==> config.mk <==
export PLATFORM = sky130hd
export DESIGN_NAME = input_restricted_deque_top
export DESIGN_NICKNAME = d
export VERILOG_FILES = /design/src/rtl/core/irdq_pkg.sv /design/src/rtl/core/irdq_ctrl.sv /design/src/rtl/core/irdq_dpath.sv /design/src/rtl/core/input_restricted_deque_top.sv
export SDC_FILE = /design/constraint.sdc
export NUM_CORES = 1
export LEC_CHECK = 0
export ABC_CLOCK_PERIOD_IN_PS = 7400
export BUFFER_PORTS_ARGS = -buffer_cell sky130_fd_sc_hd__buf_2
export CAP_MARGIN = 20
export CORE_MARGIN = 2
export CORE_UTILIZATION = 61
export CTS_CLUSTER_SIZE = 20
export DETAILED_ROUTE_END_ITERATION = 8
export HOLD_SLACK_MARGIN = 0.15
export PLACE_DENSITY = 0.83
export SYNTH_ARGS = -nofsm -noshare
export SYNTH_HDL_FRONTEND = slang
export SYNTH_HIERARCHICAL = 1
export SYNTH_SLANG_ARGS = --single-unit
==> constraint.sdc <==
create_clock -name clock -period 7.4 [get_ports clock]
set_input_delay 0.74 -clock clock [delete_from_list [all_inputs] [get_ports clock]]
set_output_delay 0.74 -clock clock [all_outputs]
set_load 0.02 [all_outputs]
==> src/rtl/core/irdq_pkg.sv <==
// Shared request and status codes and controller/datapath link types for the deque.
package irdq_pkg;

   localparam int ValueW  = 32;
   localparam int ReqW    = 3;
   localparam int StatusW = 2;

   localparam logic [ReqW-1:0] REQ_INSERT_REAR  = 3'd0;
   localparam logic [ReqW-1:0] REQ_DELETE_FRONT = 3'd1;
   localparam logic [ReqW-1:0] REQ_DELETE_REAR  = 3'd2;
   localparam logic [ReqW-1:0] REQ_PEEK_FRONT   = 3'd3;
   localparam logic [ReqW-1:0] REQ_PEEK_REAR    = 3'd4;

   localparam logic [StatusW-1:0] STATUS_OK    = 2'd0;
   localparam logic [StatusW-1:0] STATUS_FULL  = 2'd1;
   localparam logic [StatusW-1:0] STATUS_EMPTY = 2'd2;

   // Commands from the controller to the datapath.
   typedef struct packed {
      logic capture;   // latch request and issue the slot read
      logic commit;    // apply the request and load the result register
   } irdq_cmd_type;

   // Status from the datapath back to the controller.
   typedef struct packed {
      logic is_empty;
      logic is_full;
   } irdq_stat_type;

endpackage

==> src/rtl/core/irdq_ctrl.sv <==
// Request sequencer and result-valid control for the deque.
module irdq_ctrl
   import irdq_pkg::*;
(
   input  logic          clock,
   input  logic          reset,
   input  logic          req_valid,
   output logic          req_ready,
   output logic          rsp_valid,
   input  logic          rsp_ready,
   input  irdq_stat_type stat,
   output irdq_cmd_type  cmd
);

   localparam logic S_IDLE = 1'b0;
   localparam logic S_EXEC = 1'b1;

   logic state_ff, state_in;
   logic rsp_valid_ff, rsp_valid_in;
   logic result_free;

   // The result register can take a new transaction once the old one leaves.
   assign result_free = !rsp_valid_ff || rsp_ready;

   assign req_ready   = (state_ff == S_IDLE);
   assign cmd.capture = req_valid && (state_ff == S_IDLE);
   assign cmd.commit  = (state_ff == S_EXEC) && result_free;
   assign rsp_valid   = rsp_valid_ff;

   always_comb begin
      state_in = state_ff;
      unique case (state_ff)
         S_IDLE: begin
            if (cmd.capture) state_in = S_EXEC;
         end
         S_EXEC: begin
            if (cmd.commit) state_in = S_IDLE;
         end
         default: state_in = S_IDLE;
      endcase
   end

   always_comb begin
      rsp_valid_in = rsp_valid_ff;
      if (cmd.commit) begin
         rsp_valid_in = 1'b1;
      end else if (rsp_ready) begin
         rsp_valid_in = 1'b0;
      end
   end

   always_ff @(posedge clock) begin
      if (reset) begin
         state_ff     <= S_IDLE;
         rsp_valid_ff <= 1'b0;
      end else begin
         state_ff     <= state_in;
         rsp_valid_ff <= rsp_valid_in;
      end
   end

   // Status is informational for the sequencer; fold it into nothing else.
   logic unused_stat;
   assign unused_stat = stat.is_empty ^ stat.is_full;

endmodule

==> src/rtl/core/irdq_dpath.sv <==
// Slot memory, head/tail pointers, empty flag and result register of the deque.
module irdq_dpath
   import irdq_pkg::*;
#(
   parameter int DEPTH = 16
)
(
   input  logic                      clock,
   input  logic                      reset,
   input  irdq_cmd_type              cmd,
   output irdq_stat_type             stat,
   input  logic [ReqW-1:0]           req_type,
   input  logic signed [ValueW-1:0]  req_push_value,
   output logic signed [ValueW-1:0]  rsp_item_value,
   output logic [StatusW-1:0]        rsp_status
);

   localparam int IdxW = (DEPTH > 1) ? $clog2(DEPTH) : 1;
   localparam logic [IdxW-1:0] LastIdx = IdxW'(DEPTH - 1);

   logic [ValueW-1:0] mem [DEPTH];

   logic [ReqW-1:0]          req_type_ff;
   logic [ValueW-1:0]        push_value_ff;
   logic [ValueW-1:0]        rd_data_ff;
   logic [IdxW-1:0]          rd_addr;
   logic [IdxW-1:0]          head_ff, head_in;
   logic [IdxW-1:0]          tail_ff, tail_in;
   logic                     empty_ff, empty_in;
   logic signed [ValueW-1:0] item_ff, item_in;
   logic [StatusW-1:0]       status_ff, status_in;
   logic                     wr_en;
   logic [IdxW-1:0]          wr_addr;
   logic [IdxW-1:0]          tail_next, head_next, tail_prev;
   logic                     full;

   assign tail_next = (tail_ff == LastIdx) ? '0 : tail_ff + 1'b1;
   assign head_next = (head_ff == LastIdx) ? '0 : head_ff + 1'b1;
   assign tail_prev = (tail_ff == '0) ? LastIdx : tail_ff - 1'b1;
   assign full      = !empty_ff && (tail_next == head_ff);

   assign stat.is_empty = empty_ff;
   assign stat.is_full  = full;

   // Front requests read at head, rear requests at tail.
   always_comb begin
      case (req_type) inside
         REQ_DELETE_FRONT, REQ_PEEK_FRONT: rd_addr = head_ff;
         default:                          rd_addr = tail_ff;
      endcase
   end

   always_comb begin
      head_in   = head_ff;
      tail_in   = tail_ff;
      empty_in  = empty_ff;
      item_in   = '0;
      status_in = STATUS_OK;
      wr_en     = 1'b0;
      wr_addr   = tail_next;
      unique case (req_type_ff) inside
         REQ_INSERT_REAR: begin
            if (full) begin
               status_in = STATUS_FULL;
            end else if (empty_ff) begin
               head_in  = '0;
               tail_in  = '0;
               empty_in = 1'b0;
               wr_en    = 1'b1;
               wr_addr  = '0;
            end else begin
               tail_in = tail_next;
               wr_en   = 1'b1;
            end
         end
         REQ_DELETE_FRONT: begin
            if (empty_ff) begin
               status_in = STATUS_EMPTY;
            end else begin
               item_in = rd_data_ff;
               if (head_ff == tail_ff) begin
                  empty_in = 1'b1;
                  head_in  = '0;
                  tail_in  = '0;
               end else begin
                  head_in = head_next;
               end
            end
         end
         REQ_DELETE_REAR: begin
            if (empty_ff) begin
               status_in = STATUS_EMPTY;
            end else begin
               item_in = rd_data_ff;
               if (head_ff == tail_ff) begin
                  empty_in = 1'b1;
                  head_in  = '0;
                  tail_in  = '0;
               end else begin
                  tail_in = tail_prev;
               end
            end
         end
         REQ_PEEK_FRONT, REQ_PEEK_REAR: begin
            if (empty_ff) begin
               status_in = STATUS_EMPTY;
            end else begin
               item_in = rd_data_ff;
            end
         end
         default: begin
            // unused codes: no state change, zero result
         end
      endcase
   end

   always_ff @(posedge clock) begin
      if (cmd.capture) begin
         req_type_ff   <= req_type;
         push_value_ff <= req_push_value;
         rd_data_ff    <= mem[rd_addr];
      end
      if (cmd.commit && wr_en) begin
         mem[wr_addr] <= push_value_ff;
      end
      if (cmd.commit) begin
         item_ff   <= item_in;
         status_ff <= status_in;
      end
   end

   always_ff @(posedge clock) begin
      if (reset) begin
         head_ff  <= '0;
         tail_ff  <= '0;
         empty_ff <= 1'b1;
      end else if (cmd.commit) begin
         head_ff  <= head_in;
         tail_ff  <= tail_in;
         empty_ff <= empty_in;
      end
   end

   assign rsp_item_value = item_ff;
   assign rsp_status     = status_ff;

endmodule

==> src/rtl/core/input_restricted_deque_top.sv <==
// Top level of the input-restricted circular deque.
//
//  channel | direction | handshake            | payload
//  req     | in        | req_valid/req_ready  | req_type[2:0], req_push_value[31:0]
//  rsp     | out       | rsp_valid/rsp_ready  | rsp_item_value[31:0], rsp_status[1:0]
//
// A request first gets the registered slot-memory read at head or tail, then the
// update step that moves the pointers, writes the slot and loads the result.
// The result register lets the next request be taken while a result waits;
// the update cycle then holds until the waiting result is taken.
// Reset empties the queue at once; slot contents stay undefined until written.
module input_restricted_deque_top
   import irdq_pkg::*;
#(
   parameter int DEPTH = 16
)
(
   input  logic                      clock,
   input  logic                      reset,
   input  logic                      req_valid,
   output logic                      req_ready,
   input  logic [ReqW-1:0]           req_type,
   input  logic signed [ValueW-1:0]  req_push_value,
   output logic                      rsp_valid,
   input  logic                      rsp_ready,
   output logic signed [ValueW-1:0]  rsp_item_value,
   output logic [StatusW-1:0]        rsp_status
);

   irdq_cmd_type  cmd;
   irdq_stat_type stat;

   irdq_ctrl u_ctrl (
      .clock     (clock),
      .reset     (reset),
      .req_valid (req_valid),
      .req_ready (req_ready),
      .rsp_valid (rsp_valid),
      .rsp_ready (rsp_ready),
      .stat      (stat),
      .cmd       (cmd)
   );

   irdq_dpath #(
      .DEPTH (DEPTH)
   ) u_dpath (
      .clock          (clock),
      .reset          (reset),
      .cmd            (cmd),
      .stat           (stat),
      .req_type       (req_type),
      .req_push_value (req_push_value),
      .rsp_item_value (rsp_item_value),
      .rsp_status     (rsp_status)
   );

   // A taken request blocks the input until it has been applied.
   assert property (@(posedge clock) disable iff (reset)
      req_valid && req_ready |=> !req_ready)
      else $error("request accepted while previous one still in flight");

   // Only defined status codes leave the block.
   assert property (@(posedge clock) disable iff (reset)
      rsp_valid |-> (rsp_status == STATUS_OK || rsp_status == STATUS_FULL ||
                     rsp_status == STATUS_EMPTY))
      else $error("undefined status code on result");

   // Full or empty results carry no item.
   assert property (@(posedge clock) disable iff (reset)
      rsp_valid && rsp_status != STATUS_OK |-> rsp_item_value == '0)
      else $error("item returned with a failing status");

   // Full and empty never hold together.
   assert property (@(posedge clock) disable iff (reset)
      !(stat.is_full && stat.is_empty))
      else $error("queue flagged both full and empty");

endmodule

Word level (Yosys, flattened, before mapping)
Memories as Yosys holds them, arrays and structs flattened. A register that Yosys moved wholly into a read port is not among the register bits.
Cells that the tools add are included.

storage, ports and cells
  flip-flop bits (word level) = 80
  RAM bits = 512
  output and inout port bits = 36
  word-level logic and storage cells = 84
  bits of input ports = 39
  memories = 1

memory list
  memory       depth  bits a word  read ports  clocked after memory_dff  write ports  RTL line          text
  u_dpath.mem  16     32           1           1                         1            irdq_dpath.sv:21  logic [ValueW-1:0] mem [DEPTH];

cells by class
  multiplexer cells = 34
  bitwise operators = 2
  reduce and logical (&&, ||, !) cells = 19
  eq/ne operators = 16
  $add $sub $neg = 3

operators by type and width
  cell                   number
  $mux W4                16
  $pmux W4 S3            2
  $mux W1                12
  $eq A3 B2 Y1 const B   3
  $add A4 B1 Y4 const B  2
  $eq A4 B4 Y1           2
  $eq A4 B4 Y1 const B   2
  $ne A2 B2 Y1 const B   4
  $reduce_and A7 Y1      1
  $eq A3 B1 Y1 const B   2
  $reduce_and A6 Y1      1
  $reduce_or A2 Y1       3
  $logic_and A1 B1 Y1    4
  $logic_not A4 Y1       1
  $ne A2 B1 Y1 const B   2
  $pmux W1 S2            2
  $pmux W2 S2            1
  $reduce_bool A2 Y1     2
  $reduce_or A4 Y1       1
  $sub A4 B1 Y4 const B  1
  $eq A3 B3 Y1 const B   1
  $logic_not A3 Y1       1
  $reduce_and A3 Y1      1
  $reduce_bool A3 Y1     1
  other kinds (4)        6

Longest topological paths before layout
Gate-level depths: netlist (run 1).

  depth after elaboration = 9
  mapped depth = 10
  depth with buffers taken out = 7

Modules after synthesis
Netlist (run 1), hierarchy kept.

by module, submodules not included
  module      seq. area each (um2)  cells an instance  area an instance (um2)  times used
  irdq_dpath  18,587.8              1,330              24,065.6                1
  irdq_ctrl   40.0                  10                 95.1                    1

Worst setup path before layout (run 1)
OpenSTA, ideal clock, no wires.

  kind = input-to-reg
  start = input port rsp_ready
  end = memory u_dpath.mem[2][0] (enable)
  required time = 6.887 ns
  buffers on the path = 1
  slack = 1.505 ns
  setup time = 0.513 ns
  arrival = 5.381 ns
  stages = 8
  cells stage by stage = nand2b_1 and2_2 buf_4 nor2b_1 nand2_1 nor2_1 nand2_1 nor4b_1

RTL lines
  element      RTL line                          text
  from (decl)  input_restricted_deque_top.sv:25  input logic rsp_ready,
  to (decl)    irdq_dpath.sv:21

Final worst setup path (run 1)
  start = register u_dpath.tail_ff[0]
  end = memory u_dpath.mem[1][24] (enable)

between the ends
  longest elaborated chain between the ends = 9
  elaborated cells between the ends (all ways) = 13
  classes of those cells = add/sub: 1; eq/ne: 2; mux: 8; reduce/logical: 2

ends and longest elaborated chain
  element                                        RTL line           text
  from (decl)                                    irdq_dpath.sv:28   logic [IdxW-1:0] tail_ff, tail_in;
  from (signal assigned)                         irdq_dpath.sv:139  tail_ff <= tail_in;
  $add A4 B1 Y4 or $eq A4 B4 Y1 (tied branches)  irdq_dpath.sv:37   assign tail_next = (tail_ff == LastIdx) ? '0 : tail_ff + 1'b1;
  $mux W4 *                                      irdq_dpath.sv:37
  $eq A4 B4 Y1                                   irdq_dpath.sv:40   assign full = !empty_ff && (tail_next == head_ff);
  $logic_and A1 B1 Y1                            irdq_dpath.sv:40
  $mux W1                                        irdq_dpath.sv:63   if (full) begin
  $mux W1                                        irdq_dpath.sv:61   unique case (req_type_ff) inside
  $logic_and A1 B1 Y1                            irdq_dpath.sv:123  if (cmd.commit && wr_en) begin
  $mux W1                                        irdq_dpath.sv:123
  $mux W1 (implied by the code)                  irdq_dpath.sv:124  mem[wr_addr] <= push_value_ff;

Mark *: on every way between the ends. The rest lies on a longest branch, timed or not.

==> flow_metrics.py, run 1 <==
metrics = {
    "placed_design": {
        "port_buffers": 74,
        "post_dp_cell_area_sq_um": 25320,
        "place_ws_ns": 3.101,
        "routabilityCongestion": 0.8283,
        "hpwl_detailed_mm": 28.41,
    },
    "cts": {
        "cts_tree": "done",
        "clock_path_buffers": 3,
        "ctsResizeCount": 0,
        "cts-hold-fix-buffers": 0,
        "clk_transition_reported_paths_ns": 0.06,
        "post_cts_repair_setup_buffers": 0,
        "clockRootBuffer": "clkbuf_16",
        "insertion_delay_ns": 0.61,
        "clock_sinks": 624,
        "tritoncts.num_buffers": 60,
        "h_tree_levels": 2,
    },
    "timing": {
        "postLayoutSetupSlackWorst_ns": 3.288,
        "final_min_period_over_clock_period_pct": 55.56,
        "final_layout_setup_total_negative_slack_ns": 0,
        "rsz0062_at_grt": "false",
        "fin_skew_ns": 0.02262,
        "finalSetupViolCount": 0,
        "slew_headroom_pct": 23.01,
        "worst_pin_slew_ns": 1.155,
        "drv_slew": 0,
        "period_needed_ns": 4.112,
        "max_freq_ghz": 0.2432,
        "finalHoldViolations": 0,
    },
    "route": {
        "dr.pass1.iters": 6,
        "drt_iter0_markers": 1692,
        "routed-via-count": 13061,
        "routed_wire_length_per_instance_um": 27.06,
        "drtAntennaViolNets": 0,
        "number_of_vias_per_cell_after_detailed_routing": 6.550,
        "drc": 0,
        "routed_wl_mm": 53.95,
    },
    "critical_path": {
        "register_to_register_setup_slack_ns": 3.29,
        "rr_startpoint": "u_dpath/tail_ff[0]$_SDFFE_PP0P_",
        "cpPeakStageDelay_ns": 0.72,
        "cp_data_required_time_ns": 7.71,
        "reg2regPathDepth": 8,
        "critPathTopFamily": "compound AO/OA/AOI/OAI gates",
        "startpoint_type": "flip-flop",
        "critical_path_arrival_ns": 4.42,
        "crit_path_top_delay_cell": "dfxtp_1",
        "crit_path_launch": "u_dpath/tail_ff[0]$_SDFFE_PP0P_",
        "crit_chain": "inv_1 > ha_1 > xor2_1 > a2111oi_0 > nand2_1 > o211ai_1 > nor2_4 > buf_4",
        "r2r-end": "u_dpath/mem[1][24]$_DFFE_PP_",
        "crit_cells": 8,
        "critical_path_class": "flip-flop to flip-flop",
        "critical_path.endpoint": "u_dpath/mem[1][24]$_DFFE_PP_",
        "path_buf_inv": 2,
        "timing.critical_path.to_type": "flip-flop",
        "critPathMaxFanout": 17,
    },
    "worst_hold_path": {
        "cell_depth_of_the_worst_hold_path": 1,
        "hold_path_class": "input pin to flip-flop",
    },
    "grt": {
        "grt_util_all_layers_pct": 26.71,
        "grt_start_max_net_pins": 118,
        "first_global_vias": 13231,
        "first_pass_grt_wire_length_mm": 80.76,
        "overflow": 0,
        "grt_antenna_before_repair": 1,
    },
    "finish": {
        "layout_cell_share_with_drive_strength_beyond_1_pct": 20.12,
        "fill_cells": 2252,
        "design_area_sq_um": 27240,
        "layout.cells.most_common_list": "edfxtp_1 (613), nand2_1 (192), buf_2 (74)",
        "flow.area_growth_from_synthesis_pct": 12.83,
        "antenna-diode-count": 0,
        "final_common_cell": "edfxtp_1",
        "nets": 1470,
    },
    "logic_synthesis": {
        "synthesis.area_sq_um": 24150,
        "post_synth.cell_area_avg_sq_um": 18.05,
        "ys_warn_count": 6,
        "synth_nets": 1380,
        "syn_inst": 1338,
    },
    "status": {
        "outcome": "finished clean",
    },
    "die": {
        "die_width_um": 203.0,
        "row_count": 72,
        "io-pin-count": 75,
        "coreArea_sq_um": 38830,
        "design.die.area_sq_um": 41190,
        "die_h_um": 203.0,
        "initial_cell_density_of_the_core_pct": 62.19,
    },
    "pwr": {
        "internal-power_mw": 5.678,
        "netSwitchingPower_mw": 1.387,
        "pwr_density_cell_nw_per_um2": 259.3,
        "power.static_leakage_nw": 9.202,
        "p_sw_share_pct": 19.63,
        "comb_power_share_pct": 1.6,
        "power_frac_clock_pct": 42.1,
        "irDropWorstVdd_v": 0.0002873,
        "power.share.sequential_pct": 56.3,
    },
    "flow_run": {
        "maxCapViolCount": 0,
    },
}
routing by layer:
metal,vias up,global-route usage [%],wire length [um]
met5,-,0,0
met4,0,11.97,2071
met3,150,5.056,5212
met2,828,43.62,26740
met1,6596,35.54,19920
li1,5487,-,-
power groups by stage:
stage | combinational, mW | clock, mW | sequential [mW]
2_1_floorplan | 0.0578 | 0 | 4.03
3_3_place_gp | 0.108 | 0 | 4.05
3_5_place_dp | 0.114 | 0 | 4.05
4_1_cts | 0.115 | 3.02 | 3.98
5_1_grt | 0.121 | 3.14 | 3.98
6_report | 0.115 | 2.97 | 3.98
worst min-delay path by stage:
stage                                startpoint                                  endpoint  slack (ns)
2_1_floorplan   u_dpath/rd_data_ff[0]$_DFFE_PP_   u_dpath/rsp_item_value[0]$_SDFFCE_PP0P_        0.50
3_5_place_dp   u_dpath/rd_data_ff[13]$_DFFE_PP_  u_dpath/rsp_item_value[13]$_SDFFCE_PP0P_        0.51
3_3_place_gp         u_ctrl/state_ff$_SDFF_PP0_             u_ctrl/rsp_valid$_SDFFE_PP0P_        0.49
5_1_grt                       req_push_value[9]        u_dpath/push_value_ff[9]$_DFFE_PP_        0.29
6_report                     req_push_value[17]       u_dpath/push_value_ff[17]$_DFFE_PP_        0.31
4_1_cts                      req_push_value[17]       u_dpath/push_value_ff[17]$_DFFE_PP_        0.27
state kept, by name, summed over array words and instances, names as in the netlist:
register	flops
u_dpath/push_value_ff	32
u_dpath/head_ff	4
u_dpath/rd_data_ff	32
u_dpath/req_type_ff	3
u_dpath/rsp_status	2
u_ctrl/state_ff	1
u_dpath/mem	512
u_ctrl/rsp_valid	1
u_dpath/empty_ff	1
u_dpath/rsp_item_value	32
u_dpath/tail_ff	4
layout make-up:
cell class,instances,area [sq um],share of cell area (%)
clock buffer,70,1560,5.727
inverter,5,18.77,0.06889
clock inverter,40,361.6,1.327
sequential,624,18630,68.38
multi-input combinational,629,5205,19.11
timing repair buffer,108,820.8,3.013
tap,518,648.1,2.379
metrics by stage:
| step | total power [mW] | hold WS [ns] | utilization, % | instances |
|---|---|---|---|---|
| after floorplan | 4.092 | 0.4967 | - | 1338 |
| after global placement | 4.155 | 0.4921 | 64.52 | 1871 |
| after detailed placement | 4.164 | 0.5104 | 65.20 | 1883 |
| after CTS | 7.108 | 0.2705 | 70.15 | 1993 |
| after global routing | 7.245 | 0.2851 | 70.16 | 1994 |
| final | 7.065 | 0.3069 | 70.16 | 1994 |
(Power assumes the default switching activity.)
==> run 2: changes to the inputs <==
--- a/config.mk
+++ b/config.mk
@@ -5,15 +5,15 @@
 export SDC_FILE = /design/constraint.sdc
 export NUM_CORES = 1
 export LEC_CHECK = 0
-export ABC_CLOCK_PERIOD_IN_PS = 7400
+export ABC_CLOCK_PERIOD_IN_PS = 3400
 export BUFFER_PORTS_ARGS = -buffer_cell sky130_fd_sc_hd__buf_2
 export CAP_MARGIN = 20
 export CORE_MARGIN = 2
-export CORE_UTILIZATION = 61
+export CORE_UTILIZATION = 56
 export CTS_CLUSTER_SIZE = 20
 export DETAILED_ROUTE_END_ITERATION = 8
 export HOLD_SLACK_MARGIN = 0.15
-export PLACE_DENSITY = 0.83
+export PLACE_DENSITY = 0.81
 export SYNTH_ARGS = -nofsm -noshare
 export SYNTH_HDL_FRONTEND = slang
 export SYNTH_HIERARCHICAL = 1
==> constraint.sdc (replaced) <==
create_clock -name clock -period 3.4 [get_ports clock]
set_input_delay 0.34 -clock clock [delete_from_list [all_inputs] [get_ports clock]]
set_output_delay 0.34 -clock clock [all_outputs]
set_load 0.02 [all_outputs]
==> flow_metrics.py, run 2 (same netlist as run 1, synthesis figures left out) <==
metrics = {
    "status": {
        "outcome": "finished clean",
    },
    "cts": {
        "post_cts_repair_setup_buffers": 0,
        "clock_sinks": 624,
        "cts_tree": "done",
        "insertion_delay_ns": 0.65,
        "tritoncts.num_buffers": 59,
        "clk_transition_reported_paths_ns": 0.06,
        "h_tree_levels": 2,
        "clock_path_buffers": 3,
        "clockRootBuffer": "clkbuf_16",
    },
    "critical_path": {
        "reg2regPathDepth": 6,
        "critical_path_arrival_ns": 3.56,
        "critical_path_class": "flip-flop to flip-flop",
        "crit_path_launch": "u_dpath/tail_ff[1]$_SDFFE_PP0P_",
        "startpoint_type": "flip-flop",
        "register_to_register_setup_slack_ns": 0.12,
        "rr_startpoint": "u_dpath/tail_ff[1]$_SDFFE_PP0P_",
        "cp_data_required_time_ns": 3.68,
        "critPathMaxFanout": 22,
        "timing.critical_path.to_type": "flip-flop",
        "r2r-end": "u_dpath/mem[6][15]$_DFFE_PP_",
    },
    "grt": {
        "grt_antenna_before_repair": 0,
        "first_global_vias": 13553,
        "grt_util_all_layers_pct": 25.17,
        "overflow": 0,
        "grt_start_max_net_pins": 46,
        "first_pass_grt_wire_length_mm": 82.18,
    },
    "finish": {
        "nets": 1547,
        "regMostFlops": "u_dpath/mem",
        "antenna-diode-count": 0,
        "flow.area_growth_from_synthesis_pct": 15.72,
        "largest_register_ffs": 512,
        "layout_cell_share_with_drive_strength_beyond_1_pct": 21.30,
        "postLayoutCoreUtil_pct": 65.30,
        "final_common_cell": "edfxtp_1",
        "layout.cells.most_common_list": "edfxtp_1 (613), nand2_1 (192), buf_2 (74)",
    },
    "route": {
        "drc": 0,
        "drt_iter0_markers": 1581,
        "routed_wire_length_per_instance_um": 26.22,
        "routed-via-count": 13222,
        "routed_wl_mm": 54.94,
        "number_of_vias_per_cell_after_detailed_routing": 6.311,
        "dr.pass1.iters": 6,
        "drtAntennaViolNets": 0,
    },
    "timing": {
        "worst_pin_slew_ns": 1.096,
        "slew_headroom_pct": 26.50,
        "max_freq_ghz": 0.3049,
        "postLayoutSetupSlackWorst_ns": 0.1207,
        "worst_hold_slack_ns": 0.3987,
        "period_needed_ns": 3.279,
        "finalSetupViolCount": 0,
        "fin_skew_ns": 0.03170,
        "drv_slew": 0,
        "final_min_period_over_clock_period_pct": 96.45,
        "rsz0062_at_grt": "false",
        "finalHoldViolations": 0,
    },
    "pwr": {
        "netSwitchingPower_mw": 3.060,
        "comb_power_share_pct": 1.9,
        "pwr_density_cell_nw_per_um2": 541.8,
        "power.static_leakage_nw": 9.551,
        "power_frac_clock_pct": 40.9,
        "power.share.sequential_pct": 57.2,
        "p_sw_share_pct": 20.21,
        "irDropWorstVdd_v": 0.0004877,
        "internal-power_mw": 12.08,
    },
    "placed_design": {
        "port_buffers": 74,
        "routabilityCongestion": 0.8938,
        "hpwl_detailed_mm": 32.27,
        "place_ws_ns": 0.08567,
    },
    "worst_hold_path": {
        "hold_path_class": "input pin to flip-flop",
        "timing.hold.worst_endpoint": "u_dpath/push_value_ff[28]$_DFFE_PP_",
        "launch_point_of_the_worst_hold_path": "req_push_value[28]",
        "cell_depth_of_the_worst_hold_path": 2,
    },
    "die": {
        "io-pin-count": 75,
        "initial_cell_density_of_the_core_pct": 56.43,
        "design.die.area_sq_um": 44790,
        "die_width_um": 211.6,
        "coreArea_sq_um": 42790,
        "row_count": 76,
        "die_h_um": 211.6,
    },
    "flow_run": {
        "maxCapViolCount": 0,
    },
}
## run 2: changes by cell type in the layout (fill, tap and decap cells not counted), moves of 2 or more
cell	before	now
dlygate4sd3_1	0	38
buf_4	19	55
clkbuf_1	9	16
clkinv_1	18	14
buf_16	3	6
bufinv_16	6	3
buf_12	11	13
clkbuf_16	61	59
clkinv_4	2	0
nor4b_2	2	0
nor4b_4	0	2
## run 2: stage by stage
stage          instance area, sq um  TNS [ns]  cells  total power [mW]
3_5_place_dp                  25740         0   1951             9.079
2_1_floorplan                 24210   -100.56   1338             8.908
4_1_cts                       27910         0   2094             15.20
5_1_grt                       27940         0   2095             15.50
6_report                      27940         0   2095             15.14
3_3_place_gp                  25540         0   1943             9.062
## run 2: worst max-delay path, cell delays in order (launching register included)
cell and delay [ns]:
dfxtp_1 0.44, ha_1 0.35, a21oi_1 0.13, a211oi_4 0.35, nand3_1 0.25, nor3_2 0.88, buf_4 0.51
## run 2: routing by layer
| metal | part of all wire, % | vias to the layer above | GRT usage, % |
|---|---|---|---|
| met3 | 9.7 | 131 | 5.296 |
| met2 | 50 | 787 | 41.87 |
| li1 | - | 5640 | - |
| met5 | 0 | - | 0 |
| met1 | 37 | 6664 | 32.61 |
| met4 | 3.3 | 0 | 10.42 |
## run 2: area by class of cell
type	count	area [sq um]
clock inverters	30	254.0
flip-flops and latches	624	18630
multi-input cells	629	5231
clock buffers	75	1536
fillers	2708	14850
well taps	546	683.2
repair buffers	186	1589
inverters	5	18.77
## run 2: power by group through the flow
stage	clock network, mW	logic, mW	registers (mW)
after floorplan	0	0.127	8.78
after global placement	0	0.254	8.81
after detailed placement	0	0.260	8.82
after CTS	6.25	0.296	8.66
after global routing	6.52	0.316	8.67
final	6.18	0.294	8.66
## run 2: how the worst max path moves through the flow
stage / to / slack, ns / cells after the start
6_report: u_dpath/mem[6][15]$_DFFE_PP_ / 0.12 / 6
5_1_grt: u_dpath/mem[0][5]$_DFFE_PP_ / 0.004 / 8
4_1_cts: u_dpath/mem[6][7]$_DFFE_PP_ / 0.06 / 8
3_5_place_dp: u_dpath/mem[10][27]$_DFFE_PP_ / 0.09 / 9
3_3_place_gp: u_dpath/mem[10][27]$_DFFE_PP_ / 0.24 / 9
2_1_floorplan: u_dpath/mem[3][0]$_DFFE_PP_ / -0.96 / 9
## run 2: repair_timing
| item | 4_1_cts | 5_1_grt |
|---|---|---|
| resized for setup | 0 | 2 |
| endpoints found under the setup margin | 0 | 91 |
| hold buffers | 38 | 0 |
| hold endpoints to repair | 45 | 0 |
==> run 3: changes to the inputs <==
--- a/config.mk
+++ b/config.mk
@@ -6,14 +6,14 @@
 export NUM_CORES = 1
 export LEC_CHECK = 0
 export ABC_CLOCK_PERIOD_IN_PS = 3400
-export BUFFER_PORTS_ARGS = -buffer_cell sky130_fd_sc_hd__buf_2
 export CAP_MARGIN = 20
 export CORE_MARGIN = 2
-export CORE_UTILIZATION = 56
+export CORE_UTILIZATION = 57
 export CTS_CLUSTER_SIZE = 20
 export DETAILED_ROUTE_END_ITERATION = 8
+export DONT_BUFFER_PORTS = 1
 export HOLD_SLACK_MARGIN = 0.15
-export PLACE_DENSITY = 0.81
+export PLACE_DENSITY = 0.8
 export SYNTH_ARGS = -nofsm -noshare
 export SYNTH_HDL_FRONTEND = slang
 export SYNTH_HIERARCHICAL = 1
==> flow_metrics.py, run 3 (same netlist as run 1, synthesis figures left out) <==
metrics = {
    "finish": {
        "design_area_sq_um": 27440,
        "flow.area_growth_from_synthesis_pct": 13.64,
        "nets": 1455,
        "layout_cell_share_with_drive_strength_beyond_1_pct": 16.60,
        "postLayoutCoreUtil_pct": 65.56,
        "layout.cells.most_common_list": "edfxtp_1 (613), nand2_1 (192), mux4_2 (64)",
        "fill_cells": 2617,
        "final_common_cell": "edfxtp_1",
        "regMostFlops": "u_dpath/mem",
        "largest_register_ffs": 512,
        "final_cell_count_no_fill": 1997,
        "antenna-diode-count": 0,
    },
    "cts": {
        "clockRootBuffer": "clkbuf_16",
        "clk_transition_reported_paths_ns": 0.06,
        "tritoncts.num_buffers": 59,
        "cts_tree": "done",
        "clock_path_buffers": 3,
        "h_tree_levels": 2,
        "clock_sinks": 624,
        "insertion_delay_ns": 0.62,
    },
    "placed_design": {
        "post-place-cells": 1849,
        "hpwl_detailed_mm": 27.76,
        "routabilityCongestion": 0.8182,
        "port_buffers": 0,
        "post_dp_cell_area_sq_um": 25180,
    },
    "worst_hold_path": {
        "hold_path_class": "input pin to flip-flop",
        "cell_depth_of_the_worst_hold_path": 2,
    },
    "timing": {
        "max_freq_ghz": 0.3063,
        "fin_skew_ns": 0.02552,
        "worst_pin_slew_ns": 0.9152,
        "finalHoldViolations": 0,
        "finalSetupViolCount": 0,
        "drv_slew": 0,
        "final_layout_setup_total_negative_slack_ns": 0,
        "slew_headroom_pct": 38.98,
        "period_needed_ns": 3.264,
        "final_min_period_over_clock_period_pct": 96.01,
    },
    "critical_path": {
        "cp_data_required_time_ns": 3.68,
        "critical_path_class": "flip-flop to flip-flop",
        "critPathMaxFanout": 32,
        "critical_path_arrival_ns": 3.55,
        "reg2regPathDepth": 8,
        "timing.critical_path.to_type": "flip-flop",
        "startpoint_type": "flip-flop",
    },
    "pwr": {
        "fin_total_pwr_mw": 15.09,
        "irDropWorstVdd_v": 0.0004516,
        "pwr_density_cell_nw_per_um2": 549.9,
        "power.static_leakage_nw": 9.175,
    },
    "die": {
        "row_count": 75,
        "io-pin-count": 75,
        "die_width_um": 209.8,
        "coreArea_sq_um": 41850,
        "die_h_um": 209.8,
        "design.die.area_sq_um": 44020,
        "initial_cell_density_of_the_core_pct": 57.69,
    },
    "route": {
        "drc": 0,
        "drtAntennaViolNets": 0,
        "routed-via-count": 12529,
        "routed_wire_length_per_instance_um": 25.09,
        "dr.pass1.iters": 8,
        "routed_wl_mm": 50.11,
        "number_of_vias_per_cell_after_detailed_routing": 6.274,
        "drt_iter0_markers": 1416,
    },
    "flow_run": {
        "maxCapViolCount": 0,
    },
    "grt": {
        "grt_antenna_before_repair": 0,
        "first_global_vias": 12839,
        "grt_util_all_layers_pct": 23.16,
        "first_pass_grt_wire_length_mm": 75.92,
        "overflow": 0,
        "grt_start_max_net_pins": 68,
    },
    "status": {
        "outcome": "finished clean",
    },
}
[run 3: cell count changes in the layout (fill, tap and decap cells not counted)]
| cell | change |
|---|---|
| buf_16 | -5 |
| nor2_2 | -1 |
| clkinv_2 | +3 |
| dlygate4sd3_1 | +1 |
| nor2_1 | +1 |
| clkbuf_16 | +1 |
| clkinvlp_4 | +2 |
| buf_4 | -21 |
| inv_6 | +1 |
| inv_16 | -1 |
| buf_12 | +7 |
| clkbuf_1 | -5 |
| buf_2 | -74 |
[run 3: metrics by stage]
step	hold WS [ns]	setup WS (ns)
finish	0.3402	0.1357
global placement	0.4110	0.2174
floorplan	0.4091	-0.9557
CTS	0.3116	0.1007
detailed placement	0.4108	0.1384
global route	0.3247	-0.01122
[run 3: path summary, 6_finish.rpt]
path,from,end,slack [ns]
max,u_dpath/tail_ff[1]$_SDFFE_PP0P_,u_dpath/mem[7][24]$_DFFE_PP_,0.14
min,req_valid,u_dpath/push_value_ff[31]$_DFFE_PP_,0.34
max reg2reg,u_dpath/tail_ff[1]$_SDFFE_PP0P_,u_dpath/mem[7][24]$_DFFE_PP_,0.14
min reg2reg,u_dpath/rd_data_ff[2]$_DFFE_PP_,u_dpath/rsp_item_value[2]$_SDFFCE_PP0P_,0.51
[run 3: cell type report]
type	count	area [sq um]	share of cell area (%)
clock buffer	71	1543	5.622
clock inverter	35	272.8	0.9941
inverter	5	18.77	0.06840
multi-input combinational	629	5229	19.06
sequential	624	18630	67.89
tap	539	674.4	2.458
timing repair buffer	94	1074	3.912
[run 3: critical path: stages, from the launching register on]
cell and delay [ns]:
dfxtp_1 0.44, inv_1 0.18, ha_1 0.44, xor2_1 0.21, a2111oi_1 0.57, nand2_1 0.18
nor2_1 0.47, nor4b_4 0.09, buf_4 0.34
[run 3: what timing repair did]
item                                    CTS  global route
resized for setup                         0             1
endpoints found under the setup margin    0           210
hold buffers                             39             0
buffers inserted                          0             1
endpoints found under the hold margin    46             0
[run 3: metal layers]
metal | GRT usage [%] | wire, um
met4 | 7.679 | 1453
met2 | 39.65 | 25360
met5 | 0 | 0
met3 | 4.040 | 3718
met1 | 30.49 | 19580
[run 3: power breakdown]
group,switching [mW],total [mW],internal (mW)
logic,0.133,0.230,0.0970
clock network,2.73,6.18,3.45
registers,0.136,8.67,8.54
